<file path="src/hdl/assert_macros.svh">
// ----------------------------------------------------------------------------
// assert_macros.svh
// assertion helpers used by drive_command_slew_limiter, clocked on clk
// ----------------------------------------------------------------------------
`ifndef ASSERT_MACROS_SVH
`define ASSERT_MACROS_SVH

// checked only out of reset
`define ASSERT_CLK(label, prop, msg) \
  label: assert property (@(posedge clk) disable iff (!rst_n) prop) else $error(msg);

// checked on every edge, reset included
`define ASSERT_ALWAYS(label, prop, msg) \
  label: assert property (@(posedge clk) prop) else $error(msg);

`endif

</file>
<file path="src/hdl/dcsl_pkg.sv">
// ----------------------------------------------------------------------------
// dcsl_pkg
// types and constants for the drive command slew limiter
// ----------------------------------------------------------------------------
package dcsl_pkg;

  localparam int SPEED_W = 9;
  localparam int CFG_IDX_W = 2;

  typedef logic signed [SPEED_W-1:0] speed_t;

  // request kinds
  localparam logic MODE_CMD  = 1'b0;
  localparam logic MODE_TICK = 1'b1;

  // ascii drive commands
  localparam logic [7:0] CMD_FWD   = 8'h46;
  localparam logic [7:0] CMD_BACK  = 8'h42;
  localparam logic [7:0] CMD_LEFT  = 8'h4C;
  localparam logic [7:0] CMD_RIGHT = 8'h52;
  localparam logic [7:0] CMD_STOP  = 8'h53;

  // register indexes
  localparam logic [CFG_IDX_W-1:0] CFG_DRIVE_SPEED = 2'd0;
  localparam logic [CFG_IDX_W-1:0] CFG_RAMP_STEP   = 2'd1;

  localparam logic [7:0] DRIVE_SPEED_RST = 8'd180;
  localparam logic [7:0] RAMP_STEP_RST   = 8'd15;

  typedef struct packed {
    logic   load;
    speed_t left;
    speed_t right;
  } tgt_upd_t;

  typedef struct packed {
    logic       fwd;
    logic [7:0] duty;
  } drive_t;

endpackage

</file>
<file path="src/hdl/dcsl_slew.sv">
// ----------------------------------------------------------------------------
// dcsl_slew
// one motor: step current speed toward target, clamp, sign-magnitude drive
// ----------------------------------------------------------------------------
module dcsl_slew
  import dcsl_pkg::*;
(
  input  speed_t     cur,
  input  speed_t     tgt,
  input  logic [7:0] step,
  output speed_t     cur_nxt,
  output drive_t     drive
);

  logic signed [SPEED_W:0] cur_x;
  logic signed [SPEED_W:0] tgt_x;
  logic signed [SPEED_W:0] step_x;
  logic signed [SPEED_W:0] sum;
  logic signed [SPEED_W:0] diff;
  logic [SPEED_W-1:0]      mag;

  assign cur_x  = {cur[SPEED_W-1], cur};
  assign tgt_x  = {tgt[SPEED_W-1], tgt};
  assign step_x = $signed({2'b00, step});
  assign sum    = cur_x + step_x;
  assign diff   = cur_x - step_x;

  always_comb begin
    if (cur < tgt) begin
      cur_nxt = (sum > tgt_x) ? tgt : speed_t'(sum[SPEED_W-1:0]);
    end else if (cur > tgt) begin
      cur_nxt = (diff < tgt_x) ? tgt : speed_t'(diff[SPEED_W-1:0]);
    end else begin
      cur_nxt = cur;
    end
  end

  // speed never leaves -255..255, so the magnitude fits in 8 bits
  assign mag        = cur_nxt[SPEED_W-1] ? 9'(-cur_nxt) : 9'(cur_nxt);
  assign drive.fwd  = ~cur_nxt[SPEED_W-1];
  assign drive.duty = mag[7:0];

endmodule

</file>
<file path="src/hdl/dcsl_cmd.sv">
// ----------------------------------------------------------------------------
// dcsl_cmd
// decodes an ascii drive command into new left and right targets
// ----------------------------------------------------------------------------
module dcsl_cmd
  import dcsl_pkg::*;
(
  input  logic [7:0] cmd,
  input  logic [7:0] drive_speed,
  output tgt_upd_t   upd
);

  speed_t pos;
  speed_t neg;

  assign pos = speed_t'({1'b0, drive_speed});
  assign neg = -pos;

  always_comb begin
    upd.load  = 1'b1;
    upd.left  = '0;
    upd.right = '0;
    case (cmd)
      CMD_FWD: begin
        upd.left  = pos;
        upd.right = pos;
      end
      CMD_BACK: begin
        upd.left  = neg;
        upd.right = neg;
      end
      CMD_LEFT: begin
        upd.left  = neg;
        upd.right = pos;
      end
      CMD_RIGHT: begin
        upd.left  = pos;
        upd.right = neg;
      end
      CMD_STOP: begin
        upd.left  = '0;
        upd.right = '0;
      end
      default: begin
        upd.load = 1'b0;
      end
    endcase
  end

endmodule

</file>
<file path="src/hdl/drive_command_slew_limiter.sv">
// ----------------------------------------------------------------------------
// drive_command_slew_limiter
// Two-motor drive with slew limiting. A command request ('F','B','L','R','S')
// sets the left and right target speeds to +/-drive_speed or zero and gives
// no result; other bytes are ignored. A tick request moves each current
// speed toward its target by at most the ramp step without overshoot and
// gives one result: direction bit and 8-bit duty per motor. Each request
// waits in the input register and is processed as it leaves it;
// a tick's result sits in the output register the next cycle. One request
// per cycle is sustained, limited only by the output register while
// out_stall is high (commands pass through even then). Configuration writes
// are always taken and should only be made while the block is idle.
// ----------------------------------------------------------------------------
`include "assert_macros.svh"

module drive_command_slew_limiter
  import dcsl_pkg::*;
(
  input  logic                 clk,
  input  logic                 rst_n,

  input  logic                 in_valid,
  output logic                 in_stall,
  input  logic                 in_mode,
  input  logic [7:0]           in_command_byte,

  output logic                 out_valid,
  input  logic                 out_stall,
  output logic                 out_left_forward,
  output logic [7:0]           out_left_duty,
  output logic                 out_right_forward,
  output logic [7:0]           out_right_duty,

  input  logic                 cfg_valid,
  output logic                 cfg_ready,
  input  logic [CFG_IDX_W-1:0] cfg_index,
  input  logic [7:0]           cfg_data
);

  logic [7:0] drive_speed_r;
  logic [7:0] ramp_step_r;

  logic       in_vld_r, in_vld_nxt;
  logic       in_mode_r;
  logic [7:0] in_cmd_r;

  logic       out_vld_r, out_vld_nxt;
  drive_t     left_drv_r, right_drv_r;

  speed_t     left_tgt_r, right_tgt_r;
  speed_t     left_cur_r, right_cur_r;
  speed_t     left_cur_nxt, right_cur_nxt;
  drive_t     left_drv, right_drv;
  tgt_upd_t   upd;

  logic       adv_w;
  logic       take_w;
  logic       is_tick;
  logic       tick_adv;
  logic       cmd_adv;
  logic       out_hold;
  logic       left_below;

  assign is_tick = (in_mode_r == MODE_TICK);
  // commands never touch the output register, so they move on regardless
  assign adv_w   = in_vld_r && (!is_tick || !out_vld_r || !out_stall);
  assign in_stall = in_vld_r && !adv_w;
  assign take_w  = in_valid && !in_stall;
  assign cfg_ready = 1'b1;

  assign tick_adv   = adv_w && is_tick;
  assign cmd_adv    = adv_w && !is_tick;
  assign out_hold   = out_vld_r && out_stall;
  assign left_below = (left_cur_r <= left_tgt_r);

  assign in_vld_nxt  = take_w || (in_vld_r && !adv_w);
  assign out_vld_nxt = tick_adv || out_hold;

  dcsl_cmd u_cmd (
    .cmd         (in_cmd_r),
    .drive_speed (drive_speed_r),
    .upd         (upd)
  );

  dcsl_slew u_slew_left (
    .cur     (left_cur_r),
    .tgt     (left_tgt_r),
    .step    (ramp_step_r),
    .cur_nxt (left_cur_nxt),
    .drive   (left_drv)
  );

  dcsl_slew u_slew_right (
    .cur     (right_cur_r),
    .tgt     (right_tgt_r),
    .step    (ramp_step_r),
    .cur_nxt (right_cur_nxt),
    .drive   (right_drv)
  );

  always_ff @(posedge clk) begin
    if (!rst_n) begin
      drive_speed_r <= DRIVE_SPEED_RST;
      ramp_step_r   <= RAMP_STEP_RST;
    end else if (cfg_valid && cfg_ready) begin
      case (cfg_index)
        CFG_DRIVE_SPEED: drive_speed_r <= cfg_data;
        CFG_RAMP_STEP:   ramp_step_r   <= cfg_data;
        default: begin
        end
      endcase
    end
  end

  always_ff @(posedge clk) begin
    if (!rst_n) begin
      in_vld_r    <= 1'b0;
      out_vld_r   <= 1'b0;
      left_tgt_r  <= '0;
      right_tgt_r <= '0;
      left_cur_r  <= '0;
      right_cur_r <= '0;
    end else begin
      in_vld_r  <= in_vld_nxt;
      out_vld_r <= out_vld_nxt;
      if (cmd_adv && upd.load) begin
        left_tgt_r  <= upd.left;
        right_tgt_r <= upd.right;
      end
      if (tick_adv) begin
        left_cur_r  <= left_cur_nxt;
        right_cur_r <= right_cur_nxt;
      end
    end
  end

  always_ff @(posedge clk) begin
    if (take_w) begin
      in_mode_r <= in_mode;
      in_cmd_r  <= in_command_byte;
    end
    if (tick_adv) begin
      left_drv_r  <= left_drv;
      right_drv_r <= right_drv;
    end
  end

  assign out_valid         = out_vld_r;
  assign out_left_forward  = left_drv_r.fwd;
  assign out_left_duty     = left_drv_r.duty;
  assign out_right_forward = right_drv_r.fwd;
  assign out_right_duty    = right_drv_r.duty;

  `ASSERT_CLK(a_tick_gives_result, tick_adv |=> out_vld_r, "tick request lost its result")
  `ASSERT_CLK(a_cmd_no_result, cmd_adv |=> out_vld_r == $past(out_hold), "command gave a result")
  `ASSERT_CLK(a_no_overshoot, (tick_adv && left_below) |=> left_below, "left speed overshot")
  `ASSERT_ALWAYS(a_rst_clears, !rst_n |=> (!out_vld_r && !in_vld_r), "reset left a valid set")

endmodule
</file>
<file path="config.mk">
export PLATFORM = sky130hd
export DESIGN_NAME = drive_command_slew_limiter
export DESIGN_NICKNAME = d
export VERILOG_FILES = /design/src/hdl/dcsl_pkg.sv /design/src/hdl/dcsl_slew.sv /design/src/hdl/dcsl_cmd.sv /design/src/hdl/drive_command_slew_limiter.sv
export VERILOG_INCLUDE_DIRS = /design/src /design/src/hdl
export SDC_FILE = /design/constraint.sdc
export NUM_CORES = 1
export LEC_CHECK = 0
export ABC_CLOCK_PERIOD_IN_PS = 6700
export BUFFER_PORTS_ARGS = -buffer_cell sky130_fd_sc_hd__buf_2
export CORE_MARGIN = 2
export CORE_UTILIZATION = 39
export CTS_CLUSTER_SIZE = 12
export DETAILED_ROUTE_END_ITERATION = 8
export SYNTH_ARGS = -nofsm -noshare
export SYNTH_HDL_FRONTEND = slang
export SYNTH_SLANG_ARGS = --single-unit
</file>
<file path="constraint.sdc">
create_clock -name clk -period 6.7 [get_ports clk]
set_clock_uncertainty 0.15 [all_clocks]
set_input_delay 1.34 -clock clk [delete_from_list [all_inputs] [get_ports clk]]
set_output_delay 1.34 -clock clk [all_outputs]
set_load 0.01 [all_outputs]
</file>
==> results of run 1 <==
==> how the worst max path moves through the flow <==
| stage | from | endpoint | slack, ns | depth (start not counted) |
|---|---|---|---|---|
| 6_report | ramp_step_r[1] | out_left_duty[6] | 1.29 | 20 |
| 5_1_grt | ramp_step_r[1] | out_left_duty[6] | 0.85 | 20 |
| 4_1_cts | ramp_step_r[1] | out_left_duty[6] | 1.29 | 20 |
| 3_5_place_dp | ramp_step_r[1] | out_left_duty[6] | 1.38 | 20 |
| 3_3_place_gp | ramp_step_r[1] | out_left_duty[6] | 1.39 | 20 |
| 2_1_floorplan | ramp_step_r[1] | out_right_duty[6] | 2.03 | 20 |
==> layer usage <==
| metal | share of wire (%) | routed length, um |
|---|---|---|
| met5 | 0 | 0 |
| met4 | 1.7 | 316 |
| met3 | 5.6 | 1030 |
| met2 | 44 | 8130 |
| met1 | 49 | 8980 |
==> metrics by stage <==
step / total power [mW] / setup slack, ns / instances / hold slack (ns)
after detailed placement: 1.62 / 1.38 / 1072 / 0.370
after global routing: 2.24 / 0.855 / 1088 / 0.406
after floorplan: 1.42 / 2.03 / 829 / 0.319
after global placement: 1.61 / 1.39 / 1072 / 0.364
final: 2.09 / 1.29 / 1088 / 0.379
after CTS: 2.11 / 1.29 / 1088 / 0.372
==> layout by cell type, fill, tap and decap left out, types with 5 or more instances in the layout <==
master and n:
a211o_1 5, a211oi_1 10, a21boi_0 5, a21oi_1 52, a22oi_1 10, a31oi_1 6
and2_1 13, buf_2 43, buf_4 6, clkbuf_16 9, dfxtp_1 53, edfxtp_1 27
ha_1 91, inv_1 61, mux2i_1 30, nand2_1 64, nand2b_1 17, nand3_1 16
nand4_1 6, nor2_1 67, nor2b_1 29, nor3_1 20, nor3b_1 9, o211a_1 10
o21a_1 8, o21ai_0 38, o21ai_1 13, o21bai_1 6, o31ai_1 5, xnor2_1 20
xor2_1 14
==> power breakdown <==
part           internal (mW)  switching [mW]  leakage, nW
registers              0.573          0.0298        0.685
logic                  0.428           0.589         2.46
clock network          0.286           0.188        0.138
total                   1.29           0.807         3.28
==> worst max-delay path, cell delays in order, from the launching register on <==
cell      delay [ns]
dfxtp_1         0.45
inv_1           0.20
ha_1            0.34
nand2b_1        0.14
a221oi_1        0.09
o21bai_1        0.19
a21oi_1         0.10
o31ai_1         0.37
nor2_1          0.07
nor3b_1         0.26
ha_1            0.20
nand4_1         0.15
nor3_1          0.27
o21a_1          0.17
o311a_1         0.57
mux2_2          0.41
mux2i_1         0.31
ha_1            0.27
inv_1           0.05
o31ai_1         0.27
xnor2_1         0.09
==> cell families (layout without fill, tap and decap cells) <==
| family | count (synthesis) | after routing |
|---|---|---|
| AO/OA/AOI/OAI | 218 | 218 |
| flip-flops | 80 | 80 |
| adder cells (fa/ha/maj) | 95 | 95 |
| multiplexers | 42 | 42 |
| other | 1 | 1 |
| AND/OR/NAND/NOR | 261 | 261 |
| buffers and inverters | 98 | 128 |
| XOR/XNOR | 34 | 34 |
==> flip-flops by register name, indices dropped and copies added, names as in the netlist, 8 cells and up <==
name	flops
out_right_duty	8
in_cmd_r	8
right_cur_r	9
drive_speed_r	8
right_tgt_r	8
out_left_duty	8
left_cur_r	9
ramp_step_r	8
left_tgt_r	9
==> final cells by class <==
class | count | share of cell area, %
inverters | 63 | 3.05
clock buffers | 10 | 2.95
multi-input cells | 651 | 62.1
clock inverters | 6 | 0.774
flip-flops and latches | 80 | 24.1
repair buffers | 49 | 3.35
well taps | 229 | 3.69
==> flow_metrics.py, run 1 <==
metrics = {
    "sta": {
        "fmax_mhz": 185,
        "tns_ns": 0,
        "slew_viol_final": 0,
        "maxSlewHeadroom_pct": 37.4,
        "rsz0062_at_grt": "false",
        "setup_violations": 0,
        "finalHoldViolations": 0,
        "worstMarginPinSlew_ns": 0.939,
        "fin_crit_sh_pct": 80.7,
        "period_needed_ns": 5.41,
    },
    "grt": {
        "grtUsageMet3_pct": 2.80,
        "grtUsageMet2_pct": 29.9,
        "antenna_found_initial": 0,
        "track_usage_pct": 18.9,
        "grt_pass1_wl_mm": 28.9,
        "grtUsageMet1_pct": 26.9,
        "gr-total-overflow": 0,
        "grt_max_degree": 54,
        "grt.busiest_layer": "met2",
        "grt_pass1_vias": 5468,
    },
    "layout": {
        "regArea_sq_um": 1870,
        "n_antenna_cell": 0,
        "nets": 973,
        "syn2layout_area_growth_pct": 9.40,
        "drive_gt1_share_pct": 10.9,
        "multiInputGateArea_sq_um": 4820,
        "stdcell_area_sq_um": 7760,
        "final_util_pct": 43.3,
        "fillers": 1822,
    },
    "drt": {
        "drc": 0,
        "vias": 5973,
        "viasPerCell": 5.49,
        "postRouteAntennaNets": 0,
        "drt-total-wl_mm": 18.5,
        "wl_per_cell_um": 17.0,
        "first_pass_iters": 4,
        "drt_first_iter_violations": 302,
    },
    "yosys": {
        "synth_fp_nets": 948,
        "synth_edf_count": 27,
        "synth.most_common_cell": "ha_1",
        "yosysTopAreaCell": "ha_1",
        "synth_top_area_share_pct": 16.1,
        "synth_commonest_cells": "ha_1 (91), nor2_1 (67), nand2_1 (64), inv_1 (61), dfxtp_1 (53)",
        "syn_inst": 829,
        "async_flop_share_pct": 0,
        "postSynthAreaPerCell_sq_um": 8.56,
        "synth_top_family_by_area": "compound AO/OA/AOI/OAI gates",
        "syn_area_sq_um": 7090,
        "ys_ff_latch": 80,
        "ys_types": 81,
        "ys.warnings.count": 0,
        "ys.flop_type": "dfxtp_1",
        "synth_mux_area_share_pct": 6.54,
        "synth_fa_ha_area_share_pct": 17.2,
        "synth_compound_area_share_pct": 21.4,
        "synth.area.top_cells": "ha_1 (16%), dfxtp_1 (15%), edfxtp_1 (11%)",
        "synth_xor_area_share_pct": 4.20,
        "synth-seq-area-share_pct": 26.4,
        "synthSimpleGateAreaFrac_pct": 18.5,
    },
    "place": {
        "io_buffers": 43,
        "post_dp_cell_area_sq_um": 7470,
        "dp_hpwl_mm": 14.5,
        "place.gp.congestion": 0.959,
    },
    "flow_run": {
        "drv_cap": 0,
    },
    "power_and_ir_drop": {
        "p_leak_nw": 3.28,
        "ir_drop_mv": 0.167,
        "powerDensity_nw_per_um2": 270,
    },
    "worst_hold_path": {
        "holdPathStages": 2,
        "hold_start": "in_vld_r",
        "whs_endpoint": "out_valid",
        "hold_path.class": "reg -> reg",
    },
    "critical_path": {
        "crit_arrival_ns": 5.33,
        "rr_startpoint": "ramp_step_r[1]",
        "path_max_fanout": 10,
        "r2r_slack_ns": 1.29,
        "crit_path_end_kind": "flip-flop",
        "crit_required_ns": 6.62,
        "reg2reg_to": "out_left_duty[6]",
        "r2r_cells": 20,
        "worst_setup_path_start_kind": "flip-flop",
        "critPathKind": "reg -> reg",
    },
    "cts": {
        "clock-root-buffer": "clkbuf_16",
        "clk_latency_ns": 0.34,
        "clockBufferDepth": 2,
        "cts_max_level": 3,
        "cts_hold_buf": 0,
        "post_cts_buffers": 0,
        "clk_pin_slew_worst_paths_ns": 0.06,
        "cts_resized": 0,
        "cts-buffers-inserted": 9,
        "cts.sinks": 80,
        "cts_tree": "yes",
    },
    "run_status": {
        "outcome": "complete, no violations",
    },
    "die": {
        "core_area_sq_um": 17900,
        "rows": 49,
        "die_w_um": 139,
        "die_area_sq_um": 19300,
        "start_util_pct": 39.6,
        "die_y_um": 139,
        "pin_count": 45,
    },
}
(Power assumes the default switching activity.)
==> run 2, diff against run 1 <==
--- a/config.mk
+++ b/config.mk
@@ -6,7 +6,8 @@
 export SDC_FILE = /design/constraint.sdc
 export NUM_CORES = 1
 export LEC_CHECK = 0
-export ABC_CLOCK_PERIOD_IN_PS = 6700
+export ABC_AREA = 1
+export ABC_CLOCK_PERIOD_IN_PS = 4800
 export BUFFER_PORTS_ARGS = -buffer_cell sky130_fd_sc_hd__buf_2
 export CORE_MARGIN = 2
 export CORE_UTILIZATION = 39
==> constraint.sdc (replaced) <==
create_clock -name clk -period 4.8 [get_ports clk]
set_clock_uncertainty 0.15 [all_clocks]
set_input_delay 0.96 -clock clk [delete_from_list [all_inputs] [get_ports clk]]
set_output_delay 0.96 -clock clk [all_outputs]
set_load 0.01 [all_outputs]
==> run 2 against run 1 <==
Compared with the run above: non-clock buffer count is 1 higher; first-iteration DRC count grew 110%; final cell count increased by 30%; synthesized cell count increased by 34%; sequential share of layout area decreased by 1.5 points; highest routed layer unchanged; combinational power is 37% higher.
==> flow_metrics.py, run 2 <==
metrics = {
    "yosys": {
        "synth_edf_count": 27,
        "synth.area.top_cells": "ha_1 (15%), nand2_1 (15%), dfxtp_1 (14%)",
        "syn_inst": 1111,
        "syn_area_sq_um": 7520,
        "yosysTopAreaCell": "ha_1",
        "ys.flop_type": "dfxtp_1",
        "ys_types": 48,
        "ys_ff_latch": 80,
        "ys.warnings.count": 0,
        "postSynthAreaPerCell_sq_um": 6.77,
        "synth.most_common_cell": "nand2_1",
        "synth_fp_nets": 1230,
        "synth-seq-area-share_pct": 24.9,
        "synth_top_area_share_pct": 15.1,
        "synth_commonest_cells": "nand2_1 (299), inv_1 (179), ha_1 (91), a21oi_1 (86), nand3_1 (85)",
        "async_flop_share_pct": 0,
    },
    "drt": {
        "viasPerCell": 5.09,
        "drt-total-wl_mm": 21.4,
        "postRouteAntennaNets": 0,
        "drc": 0,
        "first_pass_iters": 5,
        "vias": 7183,
        "drt_first_iter_violations": 644,
        "wl_per_cell_um": 15.2,
    },
    "power_and_ir_drop": {
        "p_leak_nw": 4.22,
        "powerDensity_nw_per_um2": 353,
        "ir_drop_mv": 0.174,
    },
    "critical_path": {
        "path_max_fanout": 7,
        "worst_setup_path_start_kind": "flip-flop",
        "critPathMaxStageDelay_ns": 0.46,
        "crit_path_end_kind": "flip-flop",
        "cp_slowest_cell": "ha_1",
        "crit_required_ns": 4.75,
        "crit_arrival_ns": 4.33,
        "critPathKind": "reg -> reg",
        "crit_top_cell": "nand2_1",
    },
    "layout": {
        "n_antenna_cell": 0,
        "regArea_sq_um": 1870,
        "multiInputGateArea_sq_um": 4810,
        "layout_commonest_cell": "nand2_1",
        "syn2layout_area_growth_pct": 10.2,
        "nets": 1264,
        "reg_top3": "left_cur_r x9, left_tgt_r x9, right_cur_r x9",
        "mostFrequentLayoutCells": "nand2_1 (299), inv_1 (179), ha_1 (90)",
        "fillers": 1964,
        "drive_gt1_share_pct": 10.6,
    },
    "sta": {
        "finalHoldViolations": 0,
        "maxSlewHeadroom_pct": 42.8,
        "worstMarginPinSlew_ns": 0.857,
        "tns_ns": 0,
        "period_needed_ns": 4.38,
        "hold_slack_ns": 0.313,
        "rsz0062_at_grt": "false",
        "setup_violations": 0,
        "fin_crit_sh_pct": 91.2,
        "fmax_mhz": 228,
        "slew_viol_final": 0,
    },
    "grt": {
        "gr-total-overflow": 0,
        "track_usage_pct": 21.8,
        "grt_max_degree": 45,
        "antenna_found_initial": 0,
        "grt_pass1_vias": 6456,
        "grt_pass1_wl_mm": 34.3,
    },
    "cts": {
        "cts_tree": "yes",
        "cts-buffers-inserted": 9,
        "cts_hold_buf": 0,
        "cts.sinks": 80,
        "clk_latency_ns": 0.34,
        "clock-root-buffer": "clkbuf_16",
        "clockBufferDepth": 2,
        "clk_pin_slew_worst_paths_ns": 0.06,
        "cts_max_level": 3,
    },
    "die": {
        "die_y_um": 143,
        "start_util_pct": 39.9,
        "die_w_um": 143,
        "die_area_sq_um": 20400,
        "core_area_sq_um": 18800,
        "pin_count": 45,
        "rows": 50,
    },
    "run_status": {
        "outcome": "complete, no violations",
    },
    "place": {
        "io_buffers": 43,
        "dp_hpwl_mm": 17.5,
        "place.gp.congestion": 0.961,
    },
    "flow_run": {
        "drv_cap": 0,
    },
    "worst_hold_path": {
        "hold_path.class": "reg -> reg",
    },
}
run 2: cell count changes after synthesis, sizes merged, moves of 18 or more:
cell | before | now
nand3 | 17 | 87
mux2i | 32 | 0
nor2b | 29 | 0
nand4 | 6 | 24
nor3 | 20 | 2
inv | 63 | 186
a21oi | 56 | 88
nand2 | 64 | 323
run 2: repair_timing:
action | in CTS | in global routing
hold endpoints to repair | 0 | 0
resized for setup | 0 | 3
setup endpoints to repair | 0 | 2
setup buffers | 0 | 1
run 2: cell type report:
cell class                 instances  share of cell area, %
inverter                         187                   8.47
timing repair buffer              50                   3.23
multi-input combinational        817                   58.1
tap                              260                   3.93
clock buffer                      10                   2.89
clock inverter                     6                  0.801
sequential                        80                   22.6
run 2: worst max-delay path: cells and delay by family (launching register included):
family,cells,cell delay (ns)
AND/OR/NAND/NOR,17,1.85
adder cells (fa/ha/maj),3,1.00
AO/OA/AOI/OAI,3,0.44
flip-flops,1,0.38
buffers and inverters,5,0.34
run 2: where the power goes:
group | switching (mW) | internal, mW | leakage, nW
Sequential | 0.0294 | 0.785 | 0.686
Clock | 0.286 | 0.419 | 0.153
Combinational | 0.938 | 0.464 | 3.38
Total | 1.25 | 1.67 | 4.22
run 2: worst paths after layout:
kind | depth (start not counted) | end | slack [ns] | start
worst max register to register | 28 | out_right_duty[6] | 0.42 | ramp_step_r[2]
worst max-delay path | 28 | out_right_duty[6] | 0.42 | ramp_step_r[2]
worst min register to register | 2 | left_tgt_r[8] | 0.31 | left_tgt_r[8]
worst min-delay path | 2 | left_tgt_r[8] | 0.31 | left_tgt_r[8]
run 2: cells by family after synthesis:
logic type,synth area share (%)
flops,24.9
xor+xnor,3.93
other cells,0.0499
buf+inv,11.3
compound gates,14.2
fa+ha+maj,16.2
simple gates,29.4
run 2: through the flow:
step                      instances  utilization, %  worst slack [ns]  cell area (sq um)  total power [mW]
after global placement         1393            42.3             0.399               7960              2.20
after detailed placement       1393            42.3             0.339               7960              2.22
after global routing           1410            44.0            0.0222               8280              3.16
after CTS                      1409            43.9             0.323               8270              2.93
final                          1410            44.0             0.422               8280              2.92
after floorplan                1111               -             0.916               7520              1.92
run 2: routing by layer:
metal | track usage (%) | vias up | share of wire, %
met5 | 0 | - | 0
met2 | 34.8 | 241 | 45
met4 | 4.06 | 0 | 1.3
met3 | 3.59 | 17 | 6.7
li1 | - | 3708 | -
met1 | 31.1 | 3217 | 47
==> run 3, diff against run 2 <==
--- a/config.mk
+++ b/config.mk
@@ -9,10 +9,12 @@
 export ABC_AREA = 1
 export ABC_CLOCK_PERIOD_IN_PS = 4800
 export BUFFER_PORTS_ARGS = -buffer_cell sky130_fd_sc_hd__buf_2
+export CORE_ASPECT_RATIO = 0.8
 export CORE_MARGIN = 2
 export CORE_UTILIZATION = 39
 export CTS_CLUSTER_SIZE = 12
 export DETAILED_ROUTE_END_ITERATION = 8
+export SKIP_LAST_GASP = 1
 export SYNTH_ARGS = -nofsm -noshare
 export SYNTH_HDL_FRONTEND = slang
 export SYNTH_SLANG_ARGS = --single-unit
==> run 3 against run 2 <==
Compared with the run above: setup slack got worse by 0.13 ns; die area about the same; global-route usage increased by 0.26 points; non-clock buffer count decreased by 1; register-to-register slack got worse by 0.13 ns; largest power group unchanged.
==> flow_metrics.py, run 3 (synthesis gave the netlist of run 2 again) <==
metrics = {
    "drt": {
        "first_pass_iters": 5,
        "drt_first_iter_violations": 675,
        "postRouteAntennaNets": 0,
        "drc": 0,
        "dr.max_layer_used": "met4",
        "drt-total-wl_mm": 22.2,
        "wl_met3_mm": 1.75,
        "wl_per_cell_um": 15.8,
        "routed-wl-met2_mm": 8.63,
        "vias": 7280,
        "viasPerCell": 5.17,
        "met1Wirelength_mm": 11.5,
    },
    "critical_path": {
        "critPathKind": "reg -> reg",
        "r2r_slack_ns": 0.29,
        "crit_arrival_ns": 4.46,
        "reg2reg_to": "out_left_duty[6]",
        "r2r_cells": 26,
        "crit_required_ns": 4.75,
        "critPathTopFamily": "simple AND/OR/NAND/NOR gates",
        "rr_startpoint": "ramp_step_r[2]",
        "cp_slowest_cell": "ha_2",
        "worst_setup_path_start_kind": "flip-flop",
        "crit_top_cell": "nand2_1",
        "cp_num_buf_inv": 5,
        "critPathMaxStageDelay_ns": 0.45,
        "crit_path_end_kind": "flip-flop",
        "path_max_fanout": 13,
    },
    "power_and_ir_drop": {
        "p_leak_nw": 4.20,
        "powerDensity_nw_per_um2": 352,
        "ir_drop_mv": 0.172,
        "total_power_mw": 2.91,
    },
    "cts": {
        "clock-root-buffer": "clkbuf_16",
        "clk_pin_slew_worst_paths_ns": 0.07,
        "cts-buffers-inserted": 9,
        "clk_latency_ns": 0.35,
        "cts_max_level": 3,
        "cts.sinks": 80,
        "cts_tree": "yes",
        "clockBufferDepth": 2,
    },
    "layout": {
        "syn2layout_area_growth_pct": 10.0,
        "mostFrequentLayoutCells": "nand2_1 (299), inv_1 (179), ha_1 (89)",
        "n_antenna_cell": 0,
        "reg_top3": "left_cur_r x9, left_tgt_r x9, right_cur_r x9",
        "nets": 1263,
        "fillers": 2023,
        "layout_commonest_cell": "nand2_1",
        "drive_gt1_share_pct": 10.6,
        "final_util_pct": 43.7,
    },
    "die": {
        "die_w_um": 159,
        "core_area_sq_um": 18900,
        "pin_count": 45,
        "start_util_pct": 39.7,
        "die_area_sq_um": 20400,
        "die_y_um": 128,
        "rows": 45,
    },
    "place": {
        "place.gp.congestion": 0.970,
        "io_buffers": 43,
        "dp_hpwl_mm": 17.7,
    },
    "grt": {
        "track_usage_pct": 22.0,
        "gr-total-overflow": 0,
        "grt_pass1_wl_mm": 35.1,
        "antenna_found_initial": 0,
        "grt_pass1_vias": 6313,
        "grt_max_degree": 46,
    },
    "sta": {
        "tns_ns": 0,
        "slew_viol_final": 0,
        "rsz0062_at_grt": "true",
        "hold_slack_ns": 0.311,
        "fmax_mhz": 222,
        "fin_crit_sh_pct": 93.9,
        "maxSlewHeadroom_pct": 42.3,
        "finalHoldViolations": 0,
        "setup_violations": 0,
        "period_needed_ns": 4.51,
        "worstMarginPinSlew_ns": 0.859,
    },
    "worst_hold_path": {
        "whs_endpoint": "left_tgt_r[8]",
        "holdPathStages": 2,
        "hold_start": "left_tgt_r[8]",
        "hold_path.class": "reg -> reg",
    },
    "run_status": {
        "outcome": "complete, no violations",
    },
    "flow_run": {
        "drv_cap": 0,
    },
}
-- run 3: cell count changes in the layout (fill, tap and decap cells not counted), sizes merged --
cell      delta
clkinvlp     +1
inv          -1
buf          -1
-- run 3: power breakdown --
group / leakage [nW] / internal, mW / switching [mW]
Combinational: 3.37 / 0.464 / 0.936
Sequential: 0.686 / 0.785 / 0.0327
Clock: 0.142 / 0.402 / 0.293
-- run 3: worst min-delay path: stages, from the launching register on --
cell	delay (ns)
dfxtp_1	0.31
nand2_1	0.06
a21oi_1	0.05
-- run 3: layout make-up --
type                       count  area [sq um]  share of cell area (%)
timing repair buffer          49           260                    3.15
tap                          258           323                    3.90
clock inverter                 6          61.3                   0.742
inverter                     187           702                    8.49
multi-input combinational    817          4820                    58.3
clock buffer                  10           229                    2.77
sequential                    80          1870                    22.7
-- run 3: repair_timing --
action,4_1_cts,5_1_grt
setup endpoints to repair,0,6
gates resized for setup,0,5
hold buffers,0,0
buffers inserted,0,1
-- run 3: per-stage QoR --
stage / setup WS, ns / cell area, sq um / instances
floorplan: 0.916 / 7520 / 1111
global placement: 0.190 / 7950 / 1390
detailed placement: 0.245 / 7950 / 1390
CTS: 0.211 / 8240 / 1406
global route: -0.0373 / 8270 / 1407
finish: 0.294 / 8270 / 1407
-- run 3: layer usage --
layer | vias to the layer above | track usage, %
met5 | - | 0
met3 | 20 | 3.01
met2 | 288 | 31.3
li1 | 3701 | -
met4 | 0 | 3.85
met1 | 3271 | 35.2
-- run 3: how the worst max path moves through the flow --
stage	depth (start not counted)	endpoint	slack [ns]	startpoint
4_1_cts	26	out_left_duty[6]	0.21	ramp_step_r[2]
3_5_place_dp	26	out_left_duty[6]	0.24	ramp_step_r[1]
2_1_floorplan	27	out_right_duty[6]	0.92	ramp_step_r[6]
3_3_place_gp	26	out_left_duty[6]	0.19	ramp_step_r[1]
5_1_grt	27	out_left_duty[6]	-0.04	ramp_step_r[2]
6_report	26	out_left_duty[6]	0.29	ramp_step_r[2]
